**config.mk**
```make
export PLATFORM = sky130hd
export DESIGN_NAME = touch_sample_filter_calibrator
export DESIGN_NICKNAME = d
export VERILOG_FILES = /design/src/rtl/core/tsfc_pkg.sv /design/src/rtl/core/tsfc_lane.sv /design/src/rtl/core/tsfc_merge.sv /design/src/rtl/core/tsfc_div.sv /design/src/rtl/core/touch_sample_filter_calibrator.sv
export VERILOG_INCLUDE_DIRS = /design/src /design/src/rtl/core
export SDC_FILE = /design/constraint.sdc
export NUM_CORES = 2
export LEC_CHECK = 0
export BUFFER_PORTS_ARGS = -buffer_cell sky130_fd_sc_hd__clkbuf_2
export CAP_MARGIN = 20
export CORE_MARGIN = 3
export CORE_UTILIZATION = 45
export DETAILED_ROUTE_END_ITERATION = 10
export GPL_ROUTABILITY_DRIVEN = 0
export SYNTH_ARGS = -nofsm -noshare
export SYNTH_HDL_FRONTEND = slang
export SYNTH_HIERARCHICAL = 1
export SYNTH_SLANG_ARGS = --single-unit
```
**constraint.sdc**
```tcl
create_clock -name clk -period 12.73 [get_ports clk]
set_clock_uncertainty 0.15 [all_clocks]
set_input_delay 2.546 -clock clk [delete_from_list [all_inputs] [get_ports clk]]
set_output_delay 2.546 -clock clk [all_outputs]
set_load 0.005 [all_outputs]
```
**src/rtl/core/touch_sample_filter_calibrator_defines.svh**
```systemverilog
// Assertion macros for the touch sample filter and calibrator.
// Included by the top level; expects clk and rst_n in the including scope.
`ifndef TOUCH_SAMPLE_FILTER_CALIBRATOR_DEFINES_SVH
`define TOUCH_SAMPLE_FILTER_CALIBRATOR_DEFINES_SVH

// The consequent must hold in the same cycle as the antecedent.
`define TSFC_ASSERT_HOLDS(label, ante, cons, msg) \
    label: assert property (@(posedge clk) disable iff (!rst_n) (ante) |-> (cons)) \
        else $error(msg);

// The consequent must hold in the cycle after the antecedent.
`define TSFC_ASSERT_NEXT(label, ante, cons, msg) \
    label: assert property (@(posedge clk) disable iff (!rst_n) (ante) |=> (cons)) \
        else $error(msg);

`endif

```
**src/rtl/core/tsfc_pkg.sv**
```systemverilog
// Shared types and constants of the touch sample filter and calibrator.
// No dependencies; imported by every module of the block.
package tsfc_pkg;

    localparam int NUM_SAMPLES = 5;
    localparam int SAMPLE_W    = 12;
    localparam int RANK_W      = 3;
    localparam int SUM_W       = 14;
    localparam int FRAC_W      = 8;
    localparam int SCALE_W     = 2 * SAMPLE_W;
    localparam int DIV_W       = SCALE_W + FRAC_W;
    localparam int CNT_W       = $clog2(DIV_W + 1);
    localparam int GAIN_W      = 9;
    localparam int SMOOTH_X_W  = 17;
    localparam int SMOOTH_Y_W  = 16;
    localparam int POS_X_W     = 9;
    localparam int POS_Y_W     = 8;
    localparam int PRESS_W     = 16;
    localparam int CFG_IDX_W   = 3;
    localparam int CFG_DATA_W  = 12;
    localparam int IN_DATA_W   = 64;
    localparam int OUT_DATA_W  = 40;

    // Mean of the three middle samples: floor(sum / 3) == (sum * 43691) >> 17
    // for every sum below 2^17.
    localparam int MEAN_RECIP_W = 17;
    localparam logic [MEAN_RECIP_W-1:0] MEAN_RECIP = 17'd43691;
    localparam int MEAN_SHIFT   = 17;

    localparam int PGAIN_W = 7;
    localparam logic [PGAIN_W-1:0] PRESSURE_GAIN = 7'd100;
    localparam int PRESS_SHIFT = 12;

    localparam logic [SMOOTH_X_W-1:0] SMOOTH_X_MAX = '1;
    localparam logic [SMOOTH_Y_W-1:0] SMOOTH_Y_MAX = '1;
    localparam logic [PRESS_W-1:0]    PRESS_MAX    = '1;

    typedef logic [SAMPLE_W-1:0] sample_t;

    // Channel codes carried with each request.
    localparam logic [1:0] CH_X  = 2'd0;
    localparam logic [1:0] CH_Y  = 2'd1;
    localparam logic [1:0] CH_Z1 = 2'd2;
    localparam logic [1:0] CH_Z2 = 2'd3;

    // Configuration register indexes.
    localparam logic [CFG_IDX_W-1:0] REG_X_MIN        = 3'd0;
    localparam logic [CFG_IDX_W-1:0] REG_X_MAX        = 3'd1;
    localparam logic [CFG_IDX_W-1:0] REG_Y_MIN        = 3'd2;
    localparam logic [CFG_IDX_W-1:0] REG_Y_MAX        = 3'd3;
    localparam logic [CFG_IDX_W-1:0] REG_SMOOTH_GAIN  = 3'd4;
    localparam logic [CFG_IDX_W-1:0] REG_SPREAD_LIMIT = 3'd5;
    localparam logic [CFG_IDX_W-1:0] REG_VALID_LOW    = 3'd6;
    localparam logic [CFG_IDX_W-1:0] REG_VALID_HIGH   = 3'd7;

    // Reset values of the registers.
    localparam sample_t            RST_X_MIN        = 12'd150;
    localparam sample_t            RST_X_MAX        = 12'd1900;
    localparam sample_t            RST_Y_MIN        = 12'd120;
    localparam sample_t            RST_Y_MAX        = 12'd1900;
    localparam logic [GAIN_W-1:0]  RST_SMOOTH_GAIN  = 9'd128;
    localparam sample_t            RST_SPREAD_LIMIT = 12'd32;
    localparam sample_t            RST_VALID_LOW    = 12'd32;
    localparam sample_t            RST_VALID_HIGH   = 12'd2015;

    localparam logic [1:0] TOUCH_TOP = 2'd3;

    typedef struct packed {
        logic [RANK_W-1:0] rank;
        logic              reject;
    } lane_res_t;

    typedef struct packed {
        logic busy;
        logic done;
    } div_stat_t;

    typedef enum logic [3:0] {
        ST_IDLE,
        ST_RANK,
        ST_MEAN,
        ST_CHECK,
        ST_BOUNDS,
        ST_PREP,
        ST_DLOAD,
        ST_DWAIT,
        ST_SDIFF,
        ST_SMUL,
        ST_SFIN,
        ST_EMIT
    } state_t;

    typedef enum logic [1:0] {
        JOB_X,
        JOB_Y,
        JOB_P
    } job_t;

    typedef struct packed {
        logic div_start;
        logic res_load;
        logic in_ready;
    } ctl_t;

endpackage

```
**src/rtl/core/tsfc_lane.sv**
```systemverilog
// One sample lane: rank of its sample among the five and the reject test
// against the trimmed mean and the valid window. Depends on tsfc_pkg.
module tsfc_lane
    import tsfc_pkg::*;
(
    input  sample_t                        own,
    input  sample_t [NUM_SAMPLES-1:0]      samples,
    input  logic    [NUM_SAMPLES-1:0]      lower_mask,
    input  sample_t                        mean,
    input  sample_t                        spread_limit,
    input  sample_t                        valid_low,
    input  sample_t                        valid_high,
    output lane_res_t                      res
);

    logic [RANK_W-1:0] rank;
    sample_t           dev;

    // Equal samples are ordered by lane number so that every rank is unique.
    always_comb
    begin
        rank = '0;
        for (int j = 0; j < NUM_SAMPLES; j++)
        begin
            if ((samples[j] < own) || (lower_mask[j] && (samples[j] == own)))
            begin
                rank = rank + RANK_W'(1);
            end
        end
    end

    assign dev = (own > mean) ? (own - mean) : (mean - own);

    assign res.rank   = rank;
    assign res.reject = (dev > spread_limit) || (own < valid_low) || (own > valid_high);

endmodule

```
**src/rtl/core/tsfc_merge.sv**
```systemverilog
// Merging stage of the sample lanes: sum of the three middle-ranked samples
// and the combined reject flag. Depends on tsfc_pkg.
module tsfc_merge
    import tsfc_pkg::*;
(
    input  sample_t   [NUM_SAMPLES-1:0] samples,
    input  lane_res_t [NUM_SAMPLES-1:0] lanes,
    output logic      [SUM_W-1:0]       mid_sum,
    output logic                        reject
);

    always_comb
    begin
        mid_sum = '0;
        reject  = 1'b0;
        for (int i = 0; i < NUM_SAMPLES; i++)
        begin
            if ((lanes[i].rank != '0) && (lanes[i].rank != RANK_W'(NUM_SAMPLES - 1)))
            begin
                mid_sum = mid_sum + SUM_W'(samples[i]);
            end
            reject = reject | lanes[i].reject;
        end
    end

endmodule

```
**src/rtl/core/tsfc_div.sv**
```systemverilog
// Restoring divider, one quotient bit per cycle, shared by the axis scaling
// and the pressure calculation. Depends on tsfc_pkg.
module tsfc_div
    import tsfc_pkg::*;
(
    input  logic             clk,
    input  logic             rst_n,
    input  logic             start,
    input  logic [DIV_W-1:0] num,
    input  sample_t          den,
    output div_stat_t        stat,
    output logic [DIV_W-1:0] quot
);

    logic             busy_reg;
    logic             done_reg;
    logic [CNT_W-1:0] count_reg;
    logic [DIV_W-1:0] num_reg;
    logic [DIV_W-1:0] quot_reg;
    sample_t          den_reg;
    sample_t          rem_reg;

    logic [SAMPLE_W:0] partial;
    logic              fits;
    sample_t           rem_next;

    assign partial  = {rem_reg, num_reg[DIV_W-1]};
    assign fits     = partial >= {1'b0, den_reg};
    assign rem_next = fits ? SAMPLE_W'(partial - {1'b0, den_reg}) : partial[SAMPLE_W-1:0];

    always_ff @(posedge clk or negedge rst_n)
    begin
        if (!rst_n)
        begin
            busy_reg  <= 1'b0;
            done_reg  <= 1'b0;
            count_reg <= '0;
        end
        else
        begin
            done_reg <= 1'b0;
            if (start)
            begin
                busy_reg  <= 1'b1;
                count_reg <= CNT_W'(DIV_W);
            end
            else if (busy_reg)
            begin
                count_reg <= count_reg - CNT_W'(1);
                if (count_reg == CNT_W'(1))
                begin
                    busy_reg <= 1'b0;
                    done_reg <= 1'b1;
                end
            end
        end
    end

    always_ff @(posedge clk)
    begin
        if (start)
        begin
            num_reg  <= num;
            den_reg  <= den;
            rem_reg  <= '0;
            quot_reg <= '0;
        end
        else if (busy_reg)
        begin
            num_reg  <= {num_reg[DIV_W-2:0], 1'b0};
            rem_reg  <= rem_next;
            quot_reg <= {quot_reg[DIV_W-2:0], fits};
        end
    end

    assign stat.busy = busy_reg;
    assign stat.done = done_reg;
    assign quot      = quot_reg;

endmodule

```
**src/rtl/core/touch_sample_filter_calibrator.sv**
```systemverilog
// Resistive touch filter and calibrator. Each request carries either a pen-up
// event or five 12-bit samples of one channel (x, y, z1, z2); five lanes rank
// and check the samples, a merging stage sums the middle three for the trimmed
// mean. A z2 request ends a scan; when x and y are both nonzero the single
// serial divider (one bit per cycle, 32 bits) runs three times, for the x scale,
// the y scale and the pressure. Results leave through an output register, so a
// waiting result does not block the next request until the next result is ready.
// Configuration writes take effect at once and should only be made while no
// request is in flight.
`include "touch_sample_filter_calibrator_defines.svh"

module touch_sample_filter_calibrator
    import tsfc_pkg::*;
#(
    parameter int SCREEN_W = 320,
    parameter int SCREEN_H = 240
)
(
    input  logic                  clk,
    input  logic                  rst_n,
    // Configuration port.
    input  logic                  cfg_we,
    input  logic [CFG_IDX_W-1:0]  cfg_index,
    input  logic [CFG_DATA_W-1:0] cfg_data,
    // Input stream.
    input  logic                  s_axis_tvalid,
    output logic                  s_axis_tready,
    input  logic [IN_DATA_W-1:0]  s_axis_tdata,  // sample_a, sample_b, sample_c,
                                                 // sample_d, sample_e, zero pad
    input  logic [2:0]            s_axis_tuser,  // pen_down, cmd
    // Output stream.
    output logic                  m_axis_tvalid,
    input  logic                  m_axis_tready,
    output logic [OUT_DATA_W-1:0] m_axis_tdata,  // pos_x, pos_y, pressure,
                                                 // touch_state, zero pad
    output logic [1:0]            m_axis_tuser   // report, report_pressed
);

    localparam int TX_W = $clog2(SCREEN_W * 256 + 1);
    localparam int TY_W = $clog2(SCREEN_H * 256 + 1);
    localparam int DX_W = ((TX_W > SMOOTH_X_W) ? TX_W : SMOOTH_X_W) + 1;
    localparam int DY_W = ((TY_W > SMOOTH_Y_W) ? TY_W : SMOOTH_Y_W) + 1;
    localparam int PX_W = DX_W + GAIN_W + 1;
    localparam int PY_W = DY_W + GAIN_W + 1;
    localparam sample_t SCR_W12 = SAMPLE_W'(SCREEN_W);
    localparam sample_t SCR_H12 = SAMPLE_W'(SCREEN_H);

    state_t state_reg, state_next;
    ctl_t   ctl;

    // Configuration and persistent state.
    logic [GAIN_W-1:0]     smooth_gain_reg;
    sample_t               spread_limit_reg;
    sample_t               valid_low_reg;
    sample_t               valid_high_reg;
    sample_t               bound_reg [4];
    sample_t               channel_value_reg [4];
    logic [SMOOTH_X_W-1:0] smooth_x_reg;
    logic [SMOOTH_Y_W-1:0] smooth_y_reg;
    logic [POS_X_W-1:0]    last_x_reg;
    logic [POS_Y_W-1:0]    last_y_reg;
    logic [1:0]            touch_reg;
    job_t                  job_reg;
    logic                  m_valid_reg;

    // Per-request working registers.
    sample_t [NUM_SAMPLES-1:0] sample_reg;
    logic                      pen_reg;
    logic [1:0]                cmd_reg;
    logic [SUM_W-1:0]          sum_reg;
    sample_t                   mean_reg;
    logic [SCALE_W-1:0]        pmul_reg;
    logic                      p_sat_reg;
    logic                      p_zero_reg;
    logic [DIV_W-1:0]          num_x_reg;
    logic [DIV_W-1:0]          num_y_reg;
    logic [DIV_W-1:0]          num_p_reg;
    sample_t                   den_x_reg;
    sample_t                   den_y_reg;
    logic                      zero_x_reg;
    logic                      zero_y_reg;
    logic [TX_W-1:0]           tgt_x_reg;
    logic [TY_W-1:0]           tgt_y_reg;
    logic [PRESS_W-1:0]        pres_reg;
    logic signed [DX_W-1:0]    dx_reg;
    logic signed [DY_W-1:0]    dy_reg;
    logic signed [PX_W-1:0]    px_reg;
    logic signed [PY_W-1:0]    py_reg;
    logic [POS_X_W-1:0]        res_pos_x_reg;
    logic [POS_Y_W-1:0]        res_pos_y_reg;
    logic [PRESS_W-1:0]        res_pres_reg;
    logic [1:0]                res_touch_reg;
    logic                      res_report_reg;
    logic                      res_pressed_reg;
    logic [OUT_DATA_W-1:0]     m_data_reg;
    logic [1:0]                m_user_reg;

    // Lanes and merge.
    sample_t   [NUM_SAMPLES-1:0] in_samples;
    lane_res_t [NUM_SAMPLES-1:0] lane_res;
    logic      [SUM_W-1:0]       mid_sum;
    logic                        any_reject;

    for (genvar i = 0; i < NUM_SAMPLES; i++)
    begin : g_lane
        localparam logic [NUM_SAMPLES-1:0] LOW_MASK = NUM_SAMPLES'((1 << i) - 1);

        assign in_samples[i] = s_axis_tdata[i*SAMPLE_W +: SAMPLE_W];

        tsfc_lane u_lane (
            .own          (sample_reg[i]),
            .samples      (sample_reg),
            .lower_mask   (LOW_MASK),
            .mean         (mean_reg),
            .spread_limit (spread_limit_reg),
            .valid_low    (valid_low_reg),
            .valid_high   (valid_high_reg),
            .res          (lane_res[i])
        );
    end

    tsfc_merge u_merge (
        .samples (sample_reg),
        .lanes   (lane_res),
        .mid_sum (mid_sum),
        .reject  (any_reject)
    );

    // Shared divider.
    logic [DIV_W-1:0] div_num;
    sample_t          div_den;
    div_stat_t        div_stat;
    logic [DIV_W-1:0] div_quot;

    always_comb
    begin
        case (job_reg)
            JOB_X:
            begin
                div_num = num_x_reg;
                div_den = den_x_reg;
            end
            JOB_Y:
            begin
                div_num = num_y_reg;
                div_den = den_y_reg;
            end
            default:
            begin
                div_num = num_p_reg;
                div_den = channel_value_reg[CH_Z1];
            end
        endcase
    end

    tsfc_div u_div (
        .clk   (clk),
        .rst_n (rst_n),
        .start (ctl.div_start),
        .num   (div_num),
        .den   (div_den),
        .stat  (div_stat),
        .quot  (div_quot)
    );

    // Datapath terms.
    logic [MEAN_RECIP_W+SUM_W-1:0] mean_prod;
    sample_t                       xr;
    sample_t                       yr;
    logic                          scan_ok;
    logic [SCALE_W-1:0]            scale_x;
    logic [SCALE_W-1:0]            scale_y;
    logic [SCALE_W+PGAIN_W-1:0]    pgain_prod;
    logic signed [DX_W-1:0]        dx_next;
    logic signed [DY_W-1:0]        dy_next;
    logic signed [PX_W-1:0]        px_next;
    logic signed [PY_W-1:0]        py_next;
    logic signed [PX_W-1:0]        rx;
    logic signed [PY_W-1:0]        ry;
    logic [SMOOTH_X_W-1:0]         smooth_x_next;
    logic [SMOOTH_Y_W-1:0]         smooth_y_next;
    logic                          follow;

    assign mean_prod  = (MEAN_RECIP_W+SUM_W)'(sum_reg) * (MEAN_RECIP_W+SUM_W)'(MEAN_RECIP);
    assign xr         = channel_value_reg[CH_X];
    assign yr         = channel_value_reg[CH_Y];
    assign scan_ok    = (xr != '0) && (yr != '0);
    assign scale_x    = SCALE_W'(SCR_W12) * SCALE_W'(bound_reg[1] - xr);
    assign scale_y    = SCALE_W'(SCR_H12) * SCALE_W'(bound_reg[3] - yr);
    assign pgain_prod = (SCALE_W+PGAIN_W)'(pmul_reg) * (SCALE_W+PGAIN_W)'(PRESSURE_GAIN);

    assign dx_next = $signed(DX_W'(tgt_x_reg)) - $signed(DX_W'(smooth_x_reg));
    assign dy_next = $signed(DY_W'(tgt_y_reg)) - $signed(DY_W'(smooth_y_reg));
    assign px_next = dx_reg * $signed({1'b0, smooth_gain_reg});
    assign py_next = dy_reg * $signed({1'b0, smooth_gain_reg});
    // Arithmetic shift gives the floor of the scaled step for both signs.
    assign rx = $signed(PX_W'(smooth_x_reg)) + (px_reg >>> FRAC_W);
    assign ry = $signed(PY_W'(smooth_y_reg)) + (py_reg >>> FRAC_W);
    assign follow = (touch_reg == TOUCH_TOP);

    always_comb
    begin
        if (!follow)
        begin
            if (DX_W'(tgt_x_reg) > DX_W'(SMOOTH_X_MAX))
                smooth_x_next = SMOOTH_X_MAX;
            else
                smooth_x_next = SMOOTH_X_W'(tgt_x_reg);
        end
        else if (rx < 0)
            smooth_x_next = '0;
        else if (rx > $signed(PX_W'(SMOOTH_X_MAX)))
            smooth_x_next = SMOOTH_X_MAX;
        else
            smooth_x_next = rx[SMOOTH_X_W-1:0];
    end

    always_comb
    begin
        if (!follow)
        begin
            if (DY_W'(tgt_y_reg) > DY_W'(SMOOTH_Y_MAX))
                smooth_y_next = SMOOTH_Y_MAX;
            else
                smooth_y_next = SMOOTH_Y_W'(tgt_y_reg);
        end
        else if (ry < 0)
            smooth_y_next = '0;
        else if (ry > $signed(PY_W'(SMOOTH_Y_MAX)))
            smooth_y_next = SMOOTH_Y_MAX;
        else
            smooth_y_next = ry[SMOOTH_Y_W-1:0];
    end

    // Next state.
    always_comb
    begin
        state_next = state_reg;
        case (state_reg)
            ST_IDLE:
                if (s_axis_tvalid)
                    state_next = ST_RANK;
            ST_RANK:
                state_next = pen_reg ? ST_MEAN : ST_EMIT;
            ST_MEAN:
                state_next = ST_CHECK;
            ST_CHECK:
                state_next = (cmd_reg == CH_Z2) ? ST_BOUNDS : ST_IDLE;
            ST_BOUNDS:
                state_next = scan_ok ? ST_PREP : ST_EMIT;
            ST_PREP:
                state_next = ST_DLOAD;
            ST_DLOAD:
                state_next = ST_DWAIT;
            ST_DWAIT:
                if (div_stat.done)
                    state_next = (job_reg == JOB_P) ? ST_SDIFF : ST_DLOAD;
            ST_SDIFF:
                state_next = ST_SMUL;
            ST_SMUL:
                state_next = ST_SFIN;
            ST_SFIN:
                state_next = ST_EMIT;
            ST_EMIT:
                if (!m_valid_reg || m_axis_tready)
                    state_next = ST_IDLE;
            default:
                state_next = ST_IDLE;
        endcase
    end

    // Control outputs.
    always_comb
    begin
        ctl.in_ready  = 1'b0;
        ctl.div_start = 1'b0;
        ctl.res_load  = 1'b0;
        case (state_reg)
            ST_IDLE:  ctl.in_ready  = 1'b1;
            ST_DLOAD: ctl.div_start = 1'b1;
            ST_EMIT:  ctl.res_load  = !m_valid_reg || m_axis_tready;
            default:  ctl.in_ready  = 1'b0;
        endcase
    end

    always_ff @(posedge clk or negedge rst_n)
    begin
        if (!rst_n)
        begin
            state_reg <= ST_IDLE;
        end
        else
        begin
            state_reg <= state_next;
        end
    end

    // Control and persistent state.
    always_ff @(posedge clk or negedge rst_n)
    begin
        if (!rst_n)
        begin
            smooth_gain_reg  <= RST_SMOOTH_GAIN;
            spread_limit_reg <= RST_SPREAD_LIMIT;
            valid_low_reg    <= RST_VALID_LOW;
            valid_high_reg   <= RST_VALID_HIGH;
            bound_reg[0]     <= RST_X_MIN;
            bound_reg[1]     <= RST_X_MAX;
            bound_reg[2]     <= RST_Y_MIN;
            bound_reg[3]     <= RST_Y_MAX;
            for (int k = 0; k < 4; k++)
            begin
                channel_value_reg[k] <= '0;
            end
            smooth_x_reg <= '0;
            smooth_y_reg <= '0;
            last_x_reg   <= '0;
            last_y_reg   <= '0;
            touch_reg    <= '0;
            job_reg      <= JOB_X;
            m_valid_reg  <= 1'b0;
        end
        else
        begin
            if (state_reg == ST_RANK && !pen_reg)
            begin
                touch_reg <= '0;
            end

            if (state_reg == ST_CHECK)
            begin
                channel_value_reg[cmd_reg] <= any_reject ? '0 : mean_reg;
            end

            // Widen the calibration bounds to take in the new point.
            if (state_reg == ST_BOUNDS && scan_ok)
            begin
                if (xr < bound_reg[0]) bound_reg[0] <= xr;
                if (xr > bound_reg[1]) bound_reg[1] <= xr;
                if (yr < bound_reg[2]) bound_reg[2] <= yr;
                if (yr > bound_reg[3]) bound_reg[3] <= yr;
            end

            if (state_reg == ST_PREP)
            begin
                job_reg <= JOB_X;
            end

            if (state_reg == ST_DWAIT && div_stat.done)
            begin
                case (job_reg)
                    JOB_X:   job_reg <= JOB_Y;
                    JOB_Y:   job_reg <= JOB_P;
                    default: job_reg <= JOB_X;
                endcase
            end

            if (state_reg == ST_SFIN)
            begin
                smooth_x_reg <= smooth_x_next;
                smooth_y_reg <= smooth_y_next;
                last_x_reg   <= smooth_x_next[SMOOTH_X_W-1 -: POS_X_W];
                last_y_reg   <= smooth_y_next[SMOOTH_Y_W-1 -: POS_Y_W];
                if (!follow)
                begin
                    touch_reg <= touch_reg + 2'd1;
                end
            end

            if (cfg_we)
            begin
                case (cfg_index)
                    REG_X_MIN:        bound_reg[0]     <= cfg_data;
                    REG_X_MAX:        bound_reg[1]     <= cfg_data;
                    REG_Y_MIN:        bound_reg[2]     <= cfg_data;
                    REG_Y_MAX:        bound_reg[3]     <= cfg_data;
                    REG_SMOOTH_GAIN:  smooth_gain_reg  <= cfg_data[GAIN_W-1:0];
                    REG_SPREAD_LIMIT: spread_limit_reg <= cfg_data;
                    REG_VALID_LOW:    valid_low_reg    <= cfg_data;
                    REG_VALID_HIGH:   valid_high_reg   <= cfg_data;
                    default:          valid_high_reg   <= valid_high_reg;
                endcase
            end

            if (ctl.res_load)
            begin
                m_valid_reg <= 1'b1;
            end
            else if (m_axis_tready)
            begin
                m_valid_reg <= 1'b0;
            end
        end
    end

    // Working registers of the request in flight.
    always_ff @(posedge clk)
    begin
        case (state_reg)
            ST_IDLE:
            begin
                if (s_axis_tvalid)
                begin
                    sample_reg <= in_samples;
                    pen_reg    <= s_axis_tuser[0];
                    cmd_reg    <= s_axis_tuser[2:1];
                end
            end
            ST_RANK:
            begin
                sum_reg         <= mid_sum;
                res_pos_x_reg   <= last_x_reg;
                res_pos_y_reg   <= last_y_reg;
                res_pres_reg    <= '0;
                res_touch_reg   <= '0;
                res_report_reg  <= (touch_reg != '0);
                res_pressed_reg <= 1'b0;
            end
            ST_MEAN:
            begin
                mean_reg <= mean_prod[MEAN_SHIFT +: SAMPLE_W];
            end
            ST_BOUNDS:
            begin
                pmul_reg <= SCALE_W'(xr) *
                            SCALE_W'(channel_value_reg[CH_Z2] - channel_value_reg[CH_Z1]);
                p_sat_reg  <= (channel_value_reg[CH_Z1] == '0);
                p_zero_reg <= (channel_value_reg[CH_Z2] <= channel_value_reg[CH_Z1]);
                res_pos_x_reg   <= last_x_reg;
                res_pos_y_reg   <= last_y_reg;
                res_pres_reg    <= '0;
                res_touch_reg   <= touch_reg;
                res_report_reg  <= 1'b0;
                res_pressed_reg <= 1'b0;
            end
            ST_PREP:
            begin
                num_x_reg  <= {scale_x, FRAC_W'(0)};
                num_y_reg  <= {scale_y, FRAC_W'(0)};
                den_x_reg  <= bound_reg[1] - bound_reg[0];
                den_y_reg  <= bound_reg[3] - bound_reg[2];
                zero_x_reg <= (bound_reg[1] <= bound_reg[0]) || (xr > bound_reg[1]);
                zero_y_reg <= (bound_reg[3] <= bound_reg[2]) || (yr > bound_reg[3]);
                // Dividing by 4096 first leaves the floor of the full quotient unchanged.
                num_p_reg  <= DIV_W'(pgain_prod[SCALE_W+PGAIN_W-1:PRESS_SHIFT]);
            end
            ST_DWAIT:
            begin
                if (div_stat.done)
                begin
                    case (job_reg)
                        JOB_X:
                            tgt_x_reg <= zero_x_reg ? '0 : div_quot[TX_W-1:0];
                        JOB_Y:
                            tgt_y_reg <= zero_y_reg ? '0 : div_quot[TY_W-1:0];
                        default:
                        begin
                            if (p_sat_reg)
                                pres_reg <= PRESS_MAX;
                            else if (p_zero_reg)
                                pres_reg <= '0;
                            else if (|div_quot[DIV_W-1:PRESS_W])
                                pres_reg <= PRESS_MAX;
                            else
                                pres_reg <= div_quot[PRESS_W-1:0];
                        end
                    endcase
                end
            end
            ST_SDIFF:
            begin
                dx_reg <= dx_next;
                dy_reg <= dy_next;
            end
            ST_SMUL:
            begin
                px_reg <= px_next;
                py_reg <= py_next;
            end
            ST_SFIN:
            begin
                res_pos_x_reg   <= smooth_x_next[SMOOTH_X_W-1 -: POS_X_W];
                res_pos_y_reg   <= smooth_y_next[SMOOTH_Y_W-1 -: POS_Y_W];
                res_pres_reg    <= pres_reg;
                res_touch_reg   <= follow ? touch_reg : touch_reg + 2'd1;
                res_report_reg  <= follow;
                res_pressed_reg <= follow;
            end
            default:
            begin
                sum_reg <= sum_reg;
            end
        endcase

        if (ctl.res_load)
        begin
            m_data_reg <= {5'd0, res_touch_reg, res_pres_reg, res_pos_y_reg, res_pos_x_reg};
            m_user_reg <= {res_pressed_reg, res_report_reg};
        end
    end

    assign s_axis_tready = ctl.in_ready;
    assign m_axis_tvalid = m_valid_reg;
    assign m_axis_tdata  = m_data_reg;
    assign m_axis_tuser  = m_user_reg;

    `TSFC_ASSERT_HOLDS(a_pressed_needs_report, m_axis_tvalid && m_axis_tuser[1],
        m_axis_tuser[0] && (m_axis_tdata[34:33] == TOUCH_TOP),
        "pressed report without report at top touch state")
    `TSFC_ASSERT_HOLDS(a_div_start_idle, ctl.div_start, !div_stat.busy,
        "divider started while still busy")
    `TSFC_ASSERT_NEXT(a_one_request_at_a_time, s_axis_tvalid && s_axis_tready,
        !s_axis_tready, "second request taken before the first finished")

endmodule

```
Word-level counts from Yosys, hierarchy flattened

Index checks and enable logic that the tools add are counted.

$add $sub $neg: 46
Multipliers: 7
Magnitude comparators: 59
Equal/unequal tests: 41
Multiplexer cells: 96
Bitwise operators: 6
Reductions and logical operators: 64

Operators by type and width:

| kind                     | count |
|---|---|
| $lt A12 B12 Y1           | 32 |
| $gt A12 B12 Y1           | 17 |
| $mux W12                 | 17 |
| $sub A12 B12 Y12         | 13 |
| $eq A12 B12 Y1           | 10 |
| $mux W48                 | 2 |
| $mux W16                 | 5 |
| $mux W32                 | 2 |
| $pmux W32 S2             | 1 |
| $mux W3                  | 21 |
| $add A14 B12 Y14         | 4 |
| $mux W14                 | 4 |
| $mux W17                 | 3 |
| $bwmux W48               | 1 |
| $pmux W4 S12             | 1 |
| $add A3 B1 Y3 const B    | 15 |
| $sub A12 B12 Y13         | 3 |
| $le A12 B12 Y1           | 3 |
| $pmux W16 S2             | 1 |
| $mul A14 B16 Y29 const B | 1 |
| $mul A24 B5 Y29 const B  | 1 |
| $mul A18 B10 Y28         | 1 |
| $mul A17 B10 Y27         | 1 |
| $demux W12 S2            | 1 |
| 58 further kinds         | 159 |

Flip-flop bits (word level): 707
Bits of input ports: 87
Output and inout port bits: 44
Word-level logic and storage cells: 380

Logic depth before layout (Yosys ltp)

Depth after elaboration: 21
Mapped depth: 55
Mapped depth without buffers: 52

Cells and area by module

The synthesis kept the hierarchy.

By module, submodules not included:

| module                         | instances | cells an instance | area an instance (um^2) | sequential area each (um^2) |
|---|---|---|---|---|
| touch_sample_filter_calibrator | 1         | 4,700             | 49,712.7                | 16,454.5 |
| tsfc_lane                      | 5         | 432               | 3,389.5                 | 0.0 |
| tsfc_div                       | 1         | 358               | 4,296.6                 | 2,402.3 |
| tsfc_merge                     | 1         | 446               | 2,936.6                 | 0.0 |

Worst setup path after synthesis

OpenSTA, ideal clock, no wires.

Path type: register -> register
From: register sample_reg[5] (netlist name)
To: register sum_reg[13], data pin
Setup time: 0.260 ns
Data arrival time: 9.868 ns
Required time: 12.320 ns
Path slack: 2.452 ns
Stages on the path, launching flop included: 54
Buffers on the path: 3
Period minus slack after synthesis: 10.278 ns
Cell sequence: edfxtp_1 -> inv_1 -> ha_1 -> a21o_1 -> a21o_1 -> a21o_1 -> a21oi_1 -> o21ai_1 -> a221oi_1 -> or2_1 -> ha_1 -> xnor2_2 -> ha_1 -> mux2_2 -> ha_1 -> mux2_2 -> or2_1 -> clkbuf_1 -> [18 not listed] -> o21ai_0 -> a31oi_1 -> inv_1 -> ha_1 -> a31oi_1 -> a31oi_1 -> a21o_1 -> a21oi_1 -> xnor2_1 -> mux2_4 -> ha_1 -> or3_1 -> o21ai_0 -> a21oi_1 -> and2_1 -> a22oi_1 -> mux2i_1 -> xnor2_1

RTL lines:

| element                | RTL line                              | source |
|---|---|---|
| start, declared        | touch_sample_filter_calibrator.sv:67  | `sample_t [NUM_SAMPLES-1:0] sample_reg;` |
| start signal, assigned | touch_sample_filter_calibrator.sv:404 | `sample_reg <= in_samples;` |
| end signal, assigned   | touch_sample_filter_calibrator.sv:411 | `sum_reg <= mid_sum;` |
| end signal, assigned   | touch_sample_filter_calibrator.sv:491 | `sum_reg <= sum_reg;` |
| end, declared          | touch_sample_filter_calibrator.sv:70  | `logic [SUM_W-1:0] sum_reg;` |

==> impl_metrics.yaml <==
synthesis:
  syn_inst: 7638
  synth_warnings: 6
  syn_area_per_cell_um2: 9.65
  syn-cell-area_mm2: 0.0737
place:
  io_buffers: 121
  dp.final_hpwl_um: 157000
  place_inst: 9860
timing:
  setup-tns-final_ns: 0
  rsz0062_at_grt: "false"
  clock.fmax_mhz: 87.8
  worst_pin_slew_ns: 1.21
  fin_crit_sh_pct: 89.5
  maxSlewViolCount: 0
  setup_violations: 0
  hold_viol_final: 0
  timing.hold.ws_ns: 0.265
  layout_min_cycle_time_ns: 11.39
  slew_headroom_pct: 18.6
final_layout:
  drive_gt1_share_pct: 7.72
  stdcell_count: 10000
  final_util_pct: 49.5
  largest_reg_flops: 60
  n_fill_cell: 14900
  area_delta_synth_final_pct: 8.55
  fin_nets: 9596
die:
  start_util_pct: 45.6
  die-area_mm2: 0.169
  ioPinCount: 131
  die_y_um: 411
  chipWidth_um: 411
  core_area_mm2: 0.162
  rows: 147
global_routing:
  grt_start_max_net_pins: 76
  grt_first_pass_wirelength_um: 325000
  antenna_found_initial: 7
  grt_use_total_pct: 24.7
  overflow: 0
  grt_pass1_vias: 56300
routing:
  avgRoutedWirePerCell_um: 20.7
  dr.pass1.iters: 5
  drt_iter0_drc: 4046
  drc: 0
  vias: 55900
  wl_um: 208000
  via_per_inst: 5.58
  drt.antenna.violating_nets: 0
clock_network:
  cts_buffers: 81
  cts_resized: 0
  root_buffer: "clkbuf_16"
  hold_buffers: 0
  clk_pin_slew_worst_paths_ns: 0.06
  clock-sinks: 673
  clk_path_buf_depth: 3
  htree_levels: 3
  cts_setup_buffers: 0
  clkLatencyLatePin_ns: 0.72
  cts_tree: "yes"
hold_path:
  min_path_type: "register to register"
setup_path:
  worst_path_max_delay_cell: "edfxtp_1"
  end_kind: "register"
  slowest_delay_ns: 0.68
  worstPathMaxFanout: 15
  path_class: "register to register"
  cp_data_arrival_time_ns: 11.67
  required_ns: 13.01
  critPathLaunchType: "register"
  critPathMostFrequentCell: "ha_1"
job:
  cap_violations: 0
status:
  status: "finished, final reports clean"
[placed cells by master, fill, tap and decap left out, types with 44 or more instances in the layout]
cell,count
inv_1,1161
a21o_1,219
o21bai_1,51
mux2i_1,126
buf_4,105
nand2_1,512
nor2b_1,126
dfrtp_1,153
xnor2_1,225
fa_1,494
a21oi_1,420
nor2_1,380
o21a_1,60
a211oi_1,44
dfxtp_1,44
a31oi_1,51
clkbuf_16,85
mux2_2,94
nand2b_1,97
clkbuf_2,120
edfxtp_1,438
nand3_1,103
xor2_1,102
nand4_1,86
ha_1,1230
o21ai_0,258
nor3_1,68
and2_1,305
[final timing paths]
path	slack, ns	cells past startpoint	to	startpoint
worst max-delay path	1.34	48	sum_reg[13]	sample_reg[2]
worst min-delay path	0.27	0	m_axis_tdata[29]	res_pres_reg[12]
worst max register to register	1.34	48	sum_reg[13]	sample_reg[2]
worst min register to register	0.27	0	m_axis_tdata[29]	res_pres_reg[12]
max in group asynchronous	8.48	3	yr[8]	rst_n
min in group asynchronous	1.68	1	smooth_y_reg[8]	rst_n
[per-layer routing]
layer  wire length, um  track usage [%]  share of wire [%]
met3             12600             3.70                6.0
met2             94900             40.5                 46
met1             92100             33.2                 44
met4              8230             8.86                4.0
met5                45                0              0.022
[layout make-up]
type | instances | area (um^2) | share of cell area, %
Multi-Input combinational cell | 5641 | 49800 | 62.3
Sequential cell | 673 | 18900 | 23.6
Inverter | 1161 | 4360 | 5.45
Tap cell | 2160 | 2700 | 3.38
Clock buffer | 100 | 2210 | 2.77
Timing Repair Buffer | 227 | 1410 | 1.77
Clock inverter | 52 | 626 | 0.782
Antenna cell | 4 | 10.0 | 0.0125
[through the flow]
stage | instance area, um^2 | worst slack (ns)
2_1_floorplan | 73800 | 2.47
3_3_place_gp | 77100 | 1.55
3_5_place_dp | 77100 | 1.47
4_1_cts | 79900 | 1.43
5_1_grt | 80000 | 0.559
6_report | 80000 | 1.34
[worst max-delay path, delay by kind of cell, from the launching register on]
kind / cells / cell delay (ns)
AOI/OAI and AO/OA: 16 / 3.46
adders and majority gates: 9 / 2.91
and+or+nand+nor: 12 / 1.82
xor gates and xnor gates: 5 / 0.98
muxes: 3 / 0.69
DFF: 1 / 0.68
buffers and inverters: 3 / 0.46
Power is not shown: default switching activity piles up to over one toggle a cycle in this logic, so the estimate is an artifact.
